<file path="config.mk">
export PLATFORM = sky130hd
export DESIGN_NAME = i2c_temp_sensor_poller_top
export DESIGN_NICKNAME = d
export VERILOG_FILES = /design/src/sv/i2ctp_pkg.sv /design/src/sv/i2ctp_inq.sv /design/src/sv/i2ctp_seq.sv /design/src/sv/i2ctp_outq.sv /design/src/sv/i2c_temp_sensor_poller_top.sv
export SDC_FILE = /design/constraint.sdc
export NUM_CORES = 1
export LEC_CHECK = 0
export BUFFER_PORTS_ARGS = -buffer_cell sky130_fd_sc_hd__buf_2
export CELL_PAD_IN_SITES_DETAIL_PLACEMENT = 0
export CELL_PAD_IN_SITES_GLOBAL_PLACEMENT = 1
export CORE_MARGIN = 1
export CORE_UTILIZATION = 30
export DETAILED_ROUTE_END_ITERATION = 6
export MAX_ROUTING_LAYER = met4
export PLACE_DENSITY = 0.65
export SLEW_MARGIN = 20
export SYNTH_ARGS = -nofsm -noshare
export SYNTH_HDL_FRONTEND = slang
export SYNTH_SLANG_ARGS = --single-unit
export TNS_END_PERCENT = 5
</file>
<file path="constraint.sdc">
create_clock -name clk -period 3.8 [get_ports clk]
set_input_delay 0.19 -clock clk [delete_from_list [all_inputs] [get_ports clk]]
set_output_delay 0.19 -clock clk [all_outputs]
set_load 0.01 [all_outputs]
</file>
<file path="src/sv/i2ctp_pkg.sv">
// Shared types and constants of the two-sensor I2C polling master.
package i2ctp_pkg;

  // One bus phase as it enters the block.
  typedef struct packed {
    logic period_tick;
    logic sda_level;
  } in_item_t;

  // One result beat: line drives plus an optional finished reading.
  typedef struct packed {
    logic              scl_pull_low;
    logic              sda_pull_low;
    logic              reading_valid;
    logic              sensor_number;
    logic signed [7:0] temp_degrees;
    logic [1:0]        temp_quarters;
    logic              slave_acked;
  } out_item_t;

  // Configuration register indexes.
  localparam logic [1:0] REG_POLL_PERIOD  = 2'd0;
  localparam logic [1:0] REG_SENSOR_A     = 2'd1;
  localparam logic [1:0] REG_SENSOR_B     = 2'd2;
  localparam logic [1:0] REG_SETUP_BYTE   = 2'd3;

  // Register reset values.
  localparam logic [7:0] POLL_PERIOD_RST  = 8'd100;
  localparam logic [6:0] SENSOR_A_RST     = 7'h49;
  localparam logic [6:0] SENSOR_B_RST     = 7'h4A;
  localparam logic [7:0] SETUP_BYTE_RST   = 8'h40;

  // Sensor register numbers used by the start-up writes.
  localparam logic [7:0] SENSOR_CFG_REG   = 8'h01;
  localparam logic [7:0] SENSOR_TEMP_REG  = 8'h00;

endpackage

</file>
<file path="src/sv/i2ctp_inq.sv">
// Two-entry input queue that decouples the item source from the bus sequencer.
module i2ctp_inq (
  input  logic                clk,
  input  logic                rst,
  input  logic                push,
  output logic                full,
  input  i2ctp_pkg::in_item_t push_item,
  input  logic                take,
  output logic                avail,
  output i2ctp_pkg::in_item_t head_item
);
  import i2ctp_pkg::*;

  in_item_t   mem [2];
  logic       wr_ptr;
  logic       rd_ptr;
  logic [1:0] count;
  logic       do_push;
  logic       do_take;

  assign full      = (count == 2'd2);
  assign avail     = (count != 2'd0);
  assign head_item = mem[rd_ptr];
  assign do_push   = push && !full;
  assign do_take   = take && avail;

  always_ff @(posedge clk) begin
    if (do_push) begin
      mem[wr_ptr] <= push_item;
    end
  end

  always_ff @(posedge clk) begin
    if (rst) begin
      wr_ptr <= 1'b0;
      rd_ptr <= 1'b0;
      count  <= 2'd0;
    end else begin
      if (do_push) begin
        wr_ptr <= ~wr_ptr;
      end
      if (do_take) begin
        rd_ptr <= ~rd_ptr;
      end
      count <= count + {1'b0, do_push} - {1'b0, do_take};
    end
  end

  a_inq_count: assert property (@(posedge clk) disable iff (rst) count <= 2'd2)
    else $error("input queue count out of range");

endmodule

</file>
<file path="src/sv/i2ctp_seq.sv">
// Bus sequencer: runs start-up writes, the poll timer and the sensor reads, one phase a beat.
module i2ctp_seq (
  input  logic                 clk,
  input  logic                 rst,
  input  logic                 cfg_valid,
  input  logic [1:0]           cfg_index,
  input  logic [7:0]           cfg_data,
  input  logic                 in_avail,
  input  i2ctp_pkg::in_item_t  in_item,
  output logic                 in_take,
  input  logic                 out_room,
  output logic                 out_write,
  output i2ctp_pkg::out_item_t out_item
);
  import i2ctp_pkg::*;

  localparam logic [3:0] ST_IDLE  = 4'd0;
  localparam logic [3:0] ST_START = 4'd1;
  localparam logic [3:0] ST_TXL   = 4'd2;
  localparam logic [3:0] ST_TXH   = 4'd3;
  localparam logic [3:0] ST_AIL   = 4'd4;
  localparam logic [3:0] ST_AIH   = 4'd5;
  localparam logic [3:0] ST_RXL   = 4'd6;
  localparam logic [3:0] ST_RXH   = 4'd7;
  localparam logic [3:0] ST_AOL   = 4'd8;
  localparam logic [3:0] ST_AOH   = 4'd9;
  localparam logic [3:0] ST_SPL   = 4'd10;
  localparam logic [3:0] ST_SPH   = 4'd11;
  localparam logic [3:0] ST_SPE   = 4'd12;
  localparam logic [3:0] ST_BAD   = 4'd15;

  localparam logic [2:0] XF_WR_A_CFG = 3'd0;
  localparam logic [2:0] XF_WR_A_PTR = 3'd1;
  localparam logic [2:0] XF_WR_B_CFG = 3'd2;
  localparam logic [2:0] XF_WR_B_PTR = 3'd3;
  localparam logic [2:0] XF_IDLE     = 3'd4;
  localparam logic [2:0] XF_READ_A   = 3'd5;
  localparam logic [2:0] XF_READ_B   = 3'd6;

  // Configuration registers.
  logic [7:0] poll_period;
  logic [6:0] sensor_a_address;
  logic [6:0] sensor_b_address;
  logic [7:0] sensor_setup_byte;

  // Sequencer state.
  logic [3:0] step, step_next;
  logic [1:0] bidx, bidx_next;
  logic [3:0] bit_count, bit_count_next;
  logic [7:0] shift_byte, shift_byte_next;
  logic [2:0] xf, xf_next;
  logic [7:0] degrees_hold, degrees_hold_next;
  logic       ack_hold, ack_hold_next;
  logic [7:0] period_count, period_count_next;

  logic       fire;
  logic       rd;
  logic       busy_ok;
  logic [3:0] eff_step;
  logic [8:0] count_inc;
  logic [2:0] bidx_inc;
  logic [2:0] nbytes;
  logic [3:0] bc_inc;
  logic [7:0] rx_shift;
  out_item_t  res;

  // Byte to send for a transfer at a given byte position.
  function automatic logic [7:0] byte_for(input logic [2:0] x, input logic [2:0] idx,
                                          input logic [6:0] addr_a, input logic [6:0] addr_b,
                                          input logic [7:0] setup);
    logic [6:0] addr;
    logic [7:0] b;
    addr = (x == XF_WR_B_CFG || x == XF_WR_B_PTR || x == XF_READ_B) ? addr_b : addr_a;
    if (idx == 3'd0) begin
      b = {addr, (x >= XF_READ_A)};
    end else if (x == XF_WR_A_PTR || x == XF_WR_B_PTR) begin
      b = SENSOR_TEMP_REG;
    end else if (idx == 3'd1) begin
      b = SENSOR_CFG_REG;
    end else begin
      b = setup;
    end
    return b;
  endfunction

  assign fire      = in_avail && out_room;
  assign in_take   = fire;
  assign out_write = fire;
  assign out_item  = res;

  assign rd        = (xf == XF_READ_A) || (xf == XF_READ_B);
  assign busy_ok   = (xf <= XF_WR_B_PTR) || rd;
  assign eff_step  = (step != ST_IDLE && !busy_ok) ? ST_BAD : step;
  assign count_inc = {1'b0, period_count} + 9'd1;
  assign bidx_inc  = {1'b0, bidx} + 3'd1;
  assign nbytes    = (xf == XF_WR_A_PTR || xf == XF_WR_B_PTR) ? 3'd2 : 3'd3;
  assign bc_inc    = bit_count + 4'd1;
  assign rx_shift  = {shift_byte[6:0], in_item.sda_level};

  always_ff @(posedge clk) begin
    if (rst) begin
      poll_period       <= POLL_PERIOD_RST;
      sensor_a_address  <= SENSOR_A_RST;
      sensor_b_address  <= SENSOR_B_RST;
      sensor_setup_byte <= SETUP_BYTE_RST;
    end else if (cfg_valid) begin
      case (cfg_index)
        REG_POLL_PERIOD: poll_period       <= cfg_data;
        REG_SENSOR_A:    sensor_a_address  <= cfg_data[6:0];
        REG_SENSOR_B:    sensor_b_address  <= cfg_data[6:0];
        REG_SETUP_BYTE:  sensor_setup_byte <= cfg_data;
        default: begin
        end
      endcase
    end
  end

  always_comb begin
    step_next         = step;
    bidx_next         = bidx;
    bit_count_next    = bit_count;
    shift_byte_next   = shift_byte;
    xf_next           = xf;
    degrees_hold_next = degrees_hold;
    ack_hold_next     = ack_hold;
    period_count_next = period_count;
    res               = '0;

    case (eff_step)
      ST_IDLE: begin
        if (xf != XF_IDLE) begin
          xf_next = XF_IDLE;
        end else if (in_item.period_tick) begin
          if (count_inc >= {1'b0, poll_period}) begin
            period_count_next = 8'd0;
            xf_next           = XF_READ_A;
            bidx_next         = 2'd0;
            step_next         = ST_START;
          end else begin
            period_count_next = count_inc[7:0];
          end
        end
      end
      ST_START: begin
        res.sda_pull_low = 1'b1;
        shift_byte_next  = byte_for(xf, 3'd0, sensor_a_address, sensor_b_address,
                                    sensor_setup_byte);
        bit_count_next   = 4'd0;
        bidx_next        = 2'd0;
        step_next        = ST_TXL;
      end
      ST_TXL, ST_TXH: begin
        res.scl_pull_low = (eff_step == ST_TXL);
        res.sda_pull_low = ~shift_byte[7];
        if (eff_step == ST_TXL) begin
          step_next = ST_TXH;
        end else begin
          shift_byte_next = {shift_byte[6:0], 1'b0};
          if (bc_inc >= 4'd8) begin
            bit_count_next = 4'd0;
            step_next      = ST_AIL;
          end else begin
            bit_count_next = bc_inc;
            step_next      = ST_TXL;
          end
        end
      end
      ST_AIL: begin
        res.scl_pull_low = 1'b1;
        step_next        = ST_AIH;
      end
      ST_AIH: begin
        if (bidx == 2'd0) begin
          ack_hold_next = ~in_item.sda_level;
        end
        if (rd) begin
          bit_count_next = 4'd0;
          bidx_next      = 2'd1;
          step_next      = ST_RXL;
        end else if (bidx_inc < nbytes) begin
          shift_byte_next = byte_for(xf, bidx_inc, sensor_a_address, sensor_b_address,
                                     sensor_setup_byte);
          bit_count_next  = 4'd0;
          bidx_next       = bidx_inc[1:0];
          step_next       = ST_TXL;
        end else begin
          bidx_next = 2'd0;
          step_next = ST_SPL;
        end
      end
      ST_RXL: begin
        res.scl_pull_low = 1'b1;
        step_next        = ST_RXH;
      end
      ST_RXH: begin
        shift_byte_next = rx_shift;
        if (bc_inc >= 4'd8) begin
          bit_count_next = 4'd0;
          if (bidx == 2'd1) begin
            degrees_hold_next = rx_shift;
          end
          step_next = ST_AOL;
        end else begin
          bit_count_next = bc_inc;
          step_next      = ST_RXL;
        end
      end
      ST_AOL, ST_AOH: begin
        res.scl_pull_low = (eff_step == ST_AOL);
        res.sda_pull_low = (bidx == 2'd1);
        if (eff_step == ST_AOL) begin
          step_next = ST_AOH;
        end else if (bidx == 2'd1) begin
          bidx_next = 2'd2;
          step_next = ST_RXL;
        end else begin
          bidx_next = 2'd0;
          step_next = ST_SPL;
        end
      end
      ST_SPL: begin
        res.scl_pull_low = 1'b1;
        res.sda_pull_low = 1'b1;
        bidx_next        = 2'd0;
        step_next        = ST_SPH;
      end
      ST_SPH: begin
        res.sda_pull_low = 1'b1;
        bidx_next        = 2'd0;
        step_next        = ST_SPE;
      end
      ST_SPE: begin
        if (rd) begin
          res.reading_valid = 1'b1;
          res.sensor_number = (xf == XF_READ_B);
          res.temp_degrees  = degrees_hold;
          res.temp_quarters = shift_byte[7:6];
          res.slave_acked   = ack_hold;
        end
        bidx_next = 2'd0;
        if (xf <= XF_WR_B_CFG || xf == XF_READ_A) begin
          xf_next   = xf + 3'd1;
          step_next = ST_START;
        end else begin
          xf_next   = XF_IDLE;
          step_next = ST_IDLE;
        end
        bit_count_next = 4'd0;
      end
      default: begin
        xf_next        = XF_IDLE;
        bidx_next      = 2'd0;
        step_next      = ST_IDLE;
        bit_count_next = 4'd0;
      end
    endcase
  end

  always_ff @(posedge clk) begin
    if (rst) begin
      step         <= ST_START;
      bidx         <= 2'd0;
      bit_count    <= 4'd0;
      shift_byte   <= 8'd0;
      xf           <= XF_WR_A_CFG;
      degrees_hold <= 8'd0;
      ack_hold     <= 1'b0;
      period_count <= 8'd0;
    end else if (fire) begin
      step         <= step_next;
      bidx         <= bidx_next;
      bit_count    <= bit_count_next;
      shift_byte   <= shift_byte_next;
      xf           <= xf_next;
      degrees_hold <= degrees_hold_next;
      ack_hold     <= ack_hold_next;
      period_count <= period_count_next;
    end
  end

  a_bit_count_range: assert property (@(posedge clk) disable iff (rst) bit_count <= 4'd8)
    else $error("bit counter passed eight");

  a_xf_legal: assert property (@(posedge clk) disable iff (rst) xf != 3'd7)
    else $error("transfer index took an unused code");

  a_hold_when_stalled: assert property (@(posedge clk) disable iff (rst)
      !fire |=> $stable(step) && $stable(xf) && $stable(bit_count))
    else $error("sequencer moved without a beat");

  a_reading_releases: assert property (@(posedge clk) disable iff (rst)
      fire && res.reading_valid |-> !res.scl_pull_low && !res.sda_pull_low)
    else $error("reading reported while a line is driven");

endmodule

</file>
<file path="src/sv/i2ctp_outq.sv">
// Two-entry result queue between the sequencer and the result consumer.
module i2ctp_outq (
  input  logic                 clk,
  input  logic                 rst,
  input  logic                 write,
  input  i2ctp_pkg::out_item_t write_item,
  output logic                 room,
  input  logic                 pop,
  output logic                 empty,
  output i2ctp_pkg::out_item_t head_item
);
  import i2ctp_pkg::*;

  out_item_t  mem [2];
  logic       wr_ptr;
  logic       rd_ptr;
  logic [1:0] count;
  logic       do_write;
  logic       do_pop;

  assign room      = (count != 2'd2);
  assign empty     = (count == 2'd0);
  assign head_item = mem[rd_ptr];
  assign do_write  = write && room;
  assign do_pop    = pop && !empty;

  always_ff @(posedge clk) begin
    if (do_write) begin
      mem[wr_ptr] <= write_item;
    end
  end

  always_ff @(posedge clk) begin
    if (rst) begin
      wr_ptr <= 1'b0;
      rd_ptr <= 1'b0;
      count  <= 2'd0;
    end else begin
      if (do_write) begin
        wr_ptr <= ~wr_ptr;
      end
      if (do_pop) begin
        rd_ptr <= ~rd_ptr;
      end
      count <= count + {1'b0, do_write} - {1'b0, do_pop};
    end
  end

  a_outq_count: assert property (@(posedge clk) disable iff (rst) count <= 2'd2)
    else $error("result queue count out of range");

endmodule

</file>
<file path="src/sv/i2c_temp_sensor_poller_top.sv">
// Top level of the two-sensor I2C polling master.
//
// Each input beat is one bus phase: a sampled SDA level and a flag for an elapsed 10 ms period.
// Each input beat yields exactly one result beat carrying the open-drain drives for SCL and SDA,
// and on the last phase of a sensor read also the sensor number, the signed whole degrees, the
// quarter degrees and whether the sensor acknowledged its address. After reset the block writes
// the setup byte to register 1 of each sensor and points each sensor back at register 0, then
// counts periods and reads both sensors every poll_period periods. The block sustains one beat
// per clock while the input queue holds a beat and the result queue has room; the sequencer
// works out a phase combinationally, and its step sets the rate. A two-entry input queue and a
// two-entry result queue sit around it: a beat pushed is registered in the input queue, and the
// sequencer's result beat in the result queue, whose head drives the result ports until popped;
// either side may stall without holding up the other until its queue fills. Configuration writes
// are always ready; a new poll period applies to the next idle tick, and new addresses or a new
// setup byte apply to the next byte the sequencer loads. Write them only while the block is idle.
module i2c_temp_sensor_poller_top (
  input  logic              clk,
  input  logic              rst,
  // Input side.
  input  logic              push,
  output logic              full,
  input  logic              period_tick,
  input  logic              sda_level,
  // Result side.
  input  logic              pop,
  output logic              empty,
  output logic              scl_pull_low,
  output logic              sda_pull_low,
  output logic              reading_valid,
  output logic              sensor_number,
  output logic signed [7:0] temp_degrees,
  output logic [1:0]        temp_quarters,
  output logic              slave_acked,
  // Configuration write channel.
  input  logic              cfg_valid,
  output logic              cfg_ready,
  input  logic [1:0]        cfg_index,
  input  logic [7:0]        cfg_data
);
  import i2ctp_pkg::*;

  in_item_t  push_item;
  in_item_t  head_in;
  logic      in_avail;
  logic      in_take;
  out_item_t seq_item;
  out_item_t head_out;
  logic      out_room;
  logic      out_write;

  // The register file accepts a write on every cycle.
  assign cfg_ready = 1'b1;

  assign push_item.period_tick = period_tick;
  assign push_item.sda_level   = sda_level;

  i2ctp_inq u_inq (
    .clk       (clk),
    .rst       (rst),
    .push      (push),
    .full      (full),
    .push_item (push_item),
    .take      (in_take),
    .avail     (in_avail),
    .head_item (head_in)
  );

  i2ctp_seq u_seq (
    .clk       (clk),
    .rst       (rst),
    .cfg_valid (cfg_valid && cfg_ready),
    .cfg_index (cfg_index),
    .cfg_data  (cfg_data),
    .in_avail  (in_avail),
    .in_item   (head_in),
    .in_take   (in_take),
    .out_room  (out_room),
    .out_write (out_write),
    .out_item  (seq_item)
  );

  i2ctp_outq u_outq (
    .clk        (clk),
    .rst        (rst),
    .write      (out_write),
    .write_item (seq_item),
    .room       (out_room),
    .pop        (pop),
    .empty      (empty),
    .head_item  (head_out)
  );

  // The result beat at the head of the queue drives the result ports.
  assign scl_pull_low  = head_out.scl_pull_low;
  assign sda_pull_low  = head_out.sda_pull_low;
  assign reading_valid = head_out.reading_valid;
  assign sensor_number = head_out.sensor_number;
  assign temp_degrees  = head_out.temp_degrees;
  assign temp_quarters = head_out.temp_quarters;
  assign slave_acked   = head_out.slave_acked;

endmodule

</file>
==> flow_summary_export.csv, run 1 <==
group,metric,value,unit
outcome,status,"finished, final reports clean",
drt,ant_nets,0,
timing,final_hold_viol_count,0,
worst_setup_path,worstPathRequired,4080,ps
yosys,synthTopCellsByArea,"dfxtp_1 (29%), edfxtp_1 (19%), nand2_1 (5.8%), ha_1 (5.3%), a21oi_1 (4.9%)",
yosys,avgSynthCellArea,9.21,um^2
timing,setup_tns,0,ps
die,initial_core_util,31.0,%
die,coreArea,0.0174,mm^2
drt,wirelength,12.2,mm
power,power_density,629,mW/mm^2
clock_network,cts_sinks,112,
finish,final_cell_mix,"nand2_1 (84), dfxtp_1 (78), a21oi_1 (53), nor2_1 (51), edfxtp_1 (34)",
finish,stdcell_area,0.00610,mm^2
die,core.rowCount,48,
placement,placed_cells,823,
yosys,syn_area,0.00540,mm^2
timing,rsz0062_at_grt,"false",
timing,max_slew_margin,37.2,%
yosys,synth.distinct_cells,58,
yosys,synth_edf_count,34,
power,total_leakage_power,2.31,nW
global_routing,overflow,0,
power,ir_drop,0.300,mV
yosys,seq_area_frac_synth,47.8,%
worst_setup_path,critPathCaptureType,"flip-flop",
global_routing,globalRouteTotalUtil,14.3,%
drt,vias,4172,
yosys,synth_ff_type,"dfxtp_1",
timing,period_needed,3310,ps
flow_run,maxCapViolCount,0,
clock_network,clk_latency,360,ps
worst_setup_path,crit_type,"reg -> reg",
timing,holdWs,25.2,ps
drt,drt_drc_violations_left,0,
global_routing,grt_first_pass_wirelength,20.1,mm
drt,wl_per_cell,14.6,um
global_routing,use_met2,22.5,%
worst_setup_path,cp.arrival,3590,ps
worst_setup_path,cp_max_fo,5,
timing,fin_ws,491,ps
finish,mostFrequentLayoutCell,"nand2_1",
finish,antennaDiodeCount,0,
clock_network,cts_max_path_buffers,2,
yosys,syn_nets,626,
timing,slew_violations,0,
die,fp.dieW,136,um
finish,nets,649,
clock_network,cts_root_buffer,"clkbuf_16",
timing,setup_violations,0,
min_path,hp-class,"in -> reg",
timing,fin_skew,14.7,ps
die,ioPinCount,35,
yosys,synthesis.instances,586,
die,die_h,136,um
finish,final_cells,839,
clock_network,cts-buffers-inserted,9,
global_routing,grt_pass1_vias,3934,
global_routing,grt_max_degree,40,
yosys,ys_ff_latch,112,
timing,worstMarginPinSlew,942,ps
placement,dp_hpwl,8.97,mm
clock_network,cts.clk_slew.worst_paths,80,ps
clock_network,ctsHoldBuffers,0,
global_routing,use_met3,3.50,%
worst_setup_path,startpoint_type,"flip-flop",
drt,drtPass1Iterations,5,
clock_network,htree_levels,3,
placement,placed_area,0.00577,mm^2
placement,port_buffers,33,
placement,globalplace.congestion,0.878,
global_routing,antenna_found_initial,0,
global_routing,gr-max-usage-layer,"met2",
clock_network,post_cts_resized,0,
clock_network,postCtsSetupBuffers,0,
finish,syn2layout_area_growth,13.1,%
placement,preCtsSetupSlack,545,ps
yosys,synth_top_area_share,28.9,%
die,dieArea,0.0185,mm^2
timing,final.period_utilization,87.1,%
yosys,ys_async_sr_fraction,0,%
yosys,synth_top_area_cell,"dfxtp_1",
timing,max_freq,0.302,GHz
finish,layout-drive-gt1-share,14.3,%
yosys,synth.yosys.warnings,0,
global_routing,grt_util_met1,18.4,%
clock_network,cts_tree,"done",
drt,post_drt_via_cell_ratio,4.97,
drt,drt_iter0_markers,343,
==> through the flow <==
step                power (mW)  utilization (%)
floorplan                 2.48                -
global placement          2.82             33.1
detailed placement        2.84             33.1
CTS                       3.88             35.1
global route              4.10             35.1
finish                    3.84             35.1
==> kinds of logic (layout without fill, tap and decap cells) <==
logic type	Yosys count	after routing	synth area share (%)
other cells	1	1	0.0695
flops	112	112	47.8
simple gates	226	226	20.1
buf+inv	56	84	4.20
mux	30	30	5.98
fa+ha+maj	23	23	5.33
compound gates	122	122	13.9
xor+xnor	16	16	2.60
==> metal layers <==
layer / wire, um / vias up
met5: 0 / -
met4: 99 / 0
met3: 483 / 8
met2: 5600 / 94
met1: 6060 / 1960
li1: - / 2110
==> flip-flops by register name, summed over array words and instances (netlist names), named ones only <==
register,cells
u_seq.period_count,8
u_seq.sensor_setup_byte,8
u_seq.ack_hold,1
u_outq.mem,30
u_seq.xf,3
u_seq.poll_period,8
u_inq.mem,4
u_seq.shift_byte,8
u_outq.wr_ptr,1
u_seq.bidx,2
u_seq.sensor_b_address,7
u_seq.degrees_hold,8
u_seq.sensor_a_address,7
u_seq.bit_count,4
u_outq.count,2
u_inq.rd_ptr,1
u_outq.rd_ptr,1
u_seq.step,4
u_inq.count,2
u_inq.wr_ptr,1
==> Yosys cell counts (14+ instances only) <==
cell type	number
nand2_1	84
a21oi_1	53
mux2_2	18
dfxtp_1	78
nor2_1	51
clkbuf_1	19
o21ai_0	28
inv_1	28
edfxtp_1	34
ha_1	23
and2_1	14
nand3_1	21
==> cell type report <==
type / instances / area (um^2)
clock buffers: 9 / 225
clock inverters: 7 / 108
fillers: 1789 / 11300
inverters: 29 / 109
multi-input cells: 418 / 2590
flip-flops and latches: 112 / 2580
well taps: 225 / 282
repair buffers: 39 / 210
==> worst max-delay path, stage by stage (launching register included) <==
cell and delay (ps):
dfxtp_1 410, nand3_1 180, or2_2 370, nor2_1 140
xor2_1 220, ha_1 280, and3_1 190, nor2b_1 140
nor4_1 510, nand3_1 290, or3_1 370, a21oi_1 150
==> final timing paths <==
kind | slack [ps] | from | to | cells after the start
max reg2reg | 490 | u_seq.period_count[2] | u_seq.period_count[3] | 11
min | 30 | period_tick | u_inq.mem[1][1] | 1
max | 490 | u_seq.period_count[2] | u_seq.period_count[3] | 11
min reg2reg | 450 | u_seq.sensor_b_address[5] | u_seq.sensor_b_address[5] | 2
==> power breakdown <==
part / leakage, nW / switching [mW] / internal (mW)
clock network: 0.160 / 0.492 / 0.537
registers: 0.959 / 0.174 / 1.47
logic: 1.19 / 0.681 / 0.479
(Power assumes the default switching activity.)
==> run 2: changes to the inputs <==
--- a/config.mk
+++ b/config.mk
@@ -10,10 +10,11 @@
 export CELL_PAD_IN_SITES_GLOBAL_PLACEMENT = 1
 export CORE_MARGIN = 1
 export CORE_UTILIZATION = 30
+export CTS_BUF_LIST = sky130_fd_sc_hd__clkbuf_4
 export DETAILED_ROUTE_END_ITERATION = 6
+export HOLD_SLACK_MARGIN = 0.02
 export MAX_ROUTING_LAYER = met4
 export PLACE_DENSITY = 0.65
-export SLEW_MARGIN = 20
 export SYNTH_ARGS = -nofsm -noshare
 export SYNTH_HDL_FRONTEND = slang
 export SYNTH_SLANG_ARGS = --single-unit
==> run 2 against run 1 <==
Net effect: sequential power about the same; first-iteration DRC count down 0.87%; die area unchanged; largest cell class unchanged.
==> flow_summary_export.csv, run 2 (synthesized netlist as in run 1, its figures left out) <==
group,metric,value,unit
clock_network,ctsHoldBuffers,10,
finish,stdcell_area,0.00605,mm^2
outcome,status,"finished, final reports clean",
finish,nets,659,
power,ir_drop,0.228,mV
clock_network,post_cts_resized,0,
clock_network,clk_latency,510,ps
worst_setup_path,cp.arrival,3780,ps
worst_setup_path,cpMaxStageDelayCell,"nor4_1",
worst_setup_path,rr_startpoint,"u_seq.period_count[2]",
die,dieArea,0.0185,mm^2
die,die_h,136,um
clock_network,cts_root_buffer,"clkbuf_4",
global_routing,globalRouteTotalUtil,14.3,%
worst_setup_path,startpoint_type,"flip-flop",
finish,layout-drive-gt1-share,14.1,%
flow_run,maxCapViolCount,0,
global_routing,overflow,0,
placement,globalplace.congestion,0.878,
worst_setup_path,crit_buf_inv,0,
min_path,hp-class,"in -> reg",
placement,port_buffers,33,
worst_setup_path,critPathCaptureType,"flip-flop",
die,coreArea,0.0174,mm^2
drt,drt_drc_violations_left,0,
finish,mostFrequentLayoutCell,"nand2_1",
drt,wl_per_cell,14.4,um
global_routing,grt_max_degree,40,
worst_setup_path,crit_start,"u_seq.period_count[2]",
timing,fin_skew,34.0,ps
die,initial_core_util,31.0,%
power,total_power,3.49,mW
drt,vias,4167,
worst_setup_path,path_cells,"nand3_1 > or2_2 > nor2_1 > xor2_1 > ha_1 > and3_1 > nor2b_1 > nor4_1 > nand3_1 > or3_1 > a21oi_1",
timing,worstMarginPinSlew,952,ps
worst_setup_path,critPathMaxStageDelay,510,ps
clock_network,cts_tree,"done",
timing,rsz0062_at_grt,"false",
min_path,hp-start,"push",
clock_network,postCtsSetupBuffers,0,
placement,placed_area,0.00577,mm^2
timing,max_slew_margin,36.5,%
worst_setup_path,cp_common_cell,"nand3_1",
drt,drtPass1Iterations,5,
drt,ant_nets,0,
power,total_leakage_power,2.28,nW
finish,syn2layout_area_growth,12.0,%
timing,final_hold_viol_count,0,
timing,final.period_utilization,88.3,%
clock_network,cts-buffers-inserted,9,
clock_network,cts_max_path_buffers,2,
die,core.rowCount,48,
drt,post_drt_via_cell_ratio,4.91,
drt,wirelength,12.2,mm
timing,max_freq,0.298,GHz
worst_setup_path,cp_max_fo,5,
die,ioPinCount,35,
worst_setup_path,critPathTopFamily,"simple AND/OR/NAND/NOR gates",
finish,top_register,"u_outq.mem",
finish,antennaDiodeCount,0,
timing,period_needed,3360,ps
worst_setup_path,crit_type,"reg -> reg",
timing,slew_violations,0,
clock_network,htree_levels,3,
placement,dp_hpwl,8.97,mm
power,power_density,577,mW/mm^2
die,fp.dieW,136,um
clock_network,cts_sinks,112,
timing,setup_tns,0,ps
global_routing,antenna_found_initial,0,
global_routing,grt_pass1_vias,3968,
finish,largest_register_ffs,30,
clock_network,cts.clk_slew.worst_paths,180,ps
timing,setup_violations,0,
worst_setup_path,worstPathRequired,4220,ps
finish,final_cell_mix,"nand2_1 (84), dfxtp_1 (78), a21oi_1 (53), nor2_1 (51), edfxtp_1 (34)",
drt,drt_iter0_markers,340,
global_routing,grt_first_pass_wirelength,20.1,mm
-- run 2: stage by stage --
step           worst slack (ps)  std cells  utilization [%]  hold slack [ps]
3_5_place_dp                545        823             33.1              389
5_1_grt                     212        849             34.7             41.6
4_1_cts                     477        849             34.7             33.7
3_3_place_gp                588        823             33.1              385
2_1_floorplan               931        586                -              289
6_report                    445        849             34.7             75.5
-- run 2: final timing paths --
kind         slack (ps)                         to  cells after the start
min                  80            u_inq.mem[1][0]                      2
max reg2reg         440      u_seq.period_count[3]                     11
min reg2reg         470  u_seq.sensor_b_address[0]                      2
max                 440      u_seq.period_count[3]                     11
-- run 2: layout make-up --
class	count	area [um^2]
Multi-Input combinational cell	418	2590
Sequential cell	112	2580
Clock buffer	9	67.6
Fill cell	1799	11400
Clock inverter	7	108
Timing Repair Buffer	49	310
Tap cell	225	282
Inverter	29	109
-- run 2: power by group --
group          internal (mW)  leakage [nW]  switching, mW
Sequential              1.47         0.959          0.172
Combinational          0.485          1.23          0.681
Clock                  0.225        0.0909          0.452
Total                   2.18          2.28           1.30
-- run 2: metal layers --
metal  up-vias  GRT usage [%]  wire length (um)
met4         0           4.69               165
li1       2126              -                 -
met5         -              -                 0
met1      1939           18.3              6030
met2        89           22.5              5550
met3        13           2.98               486
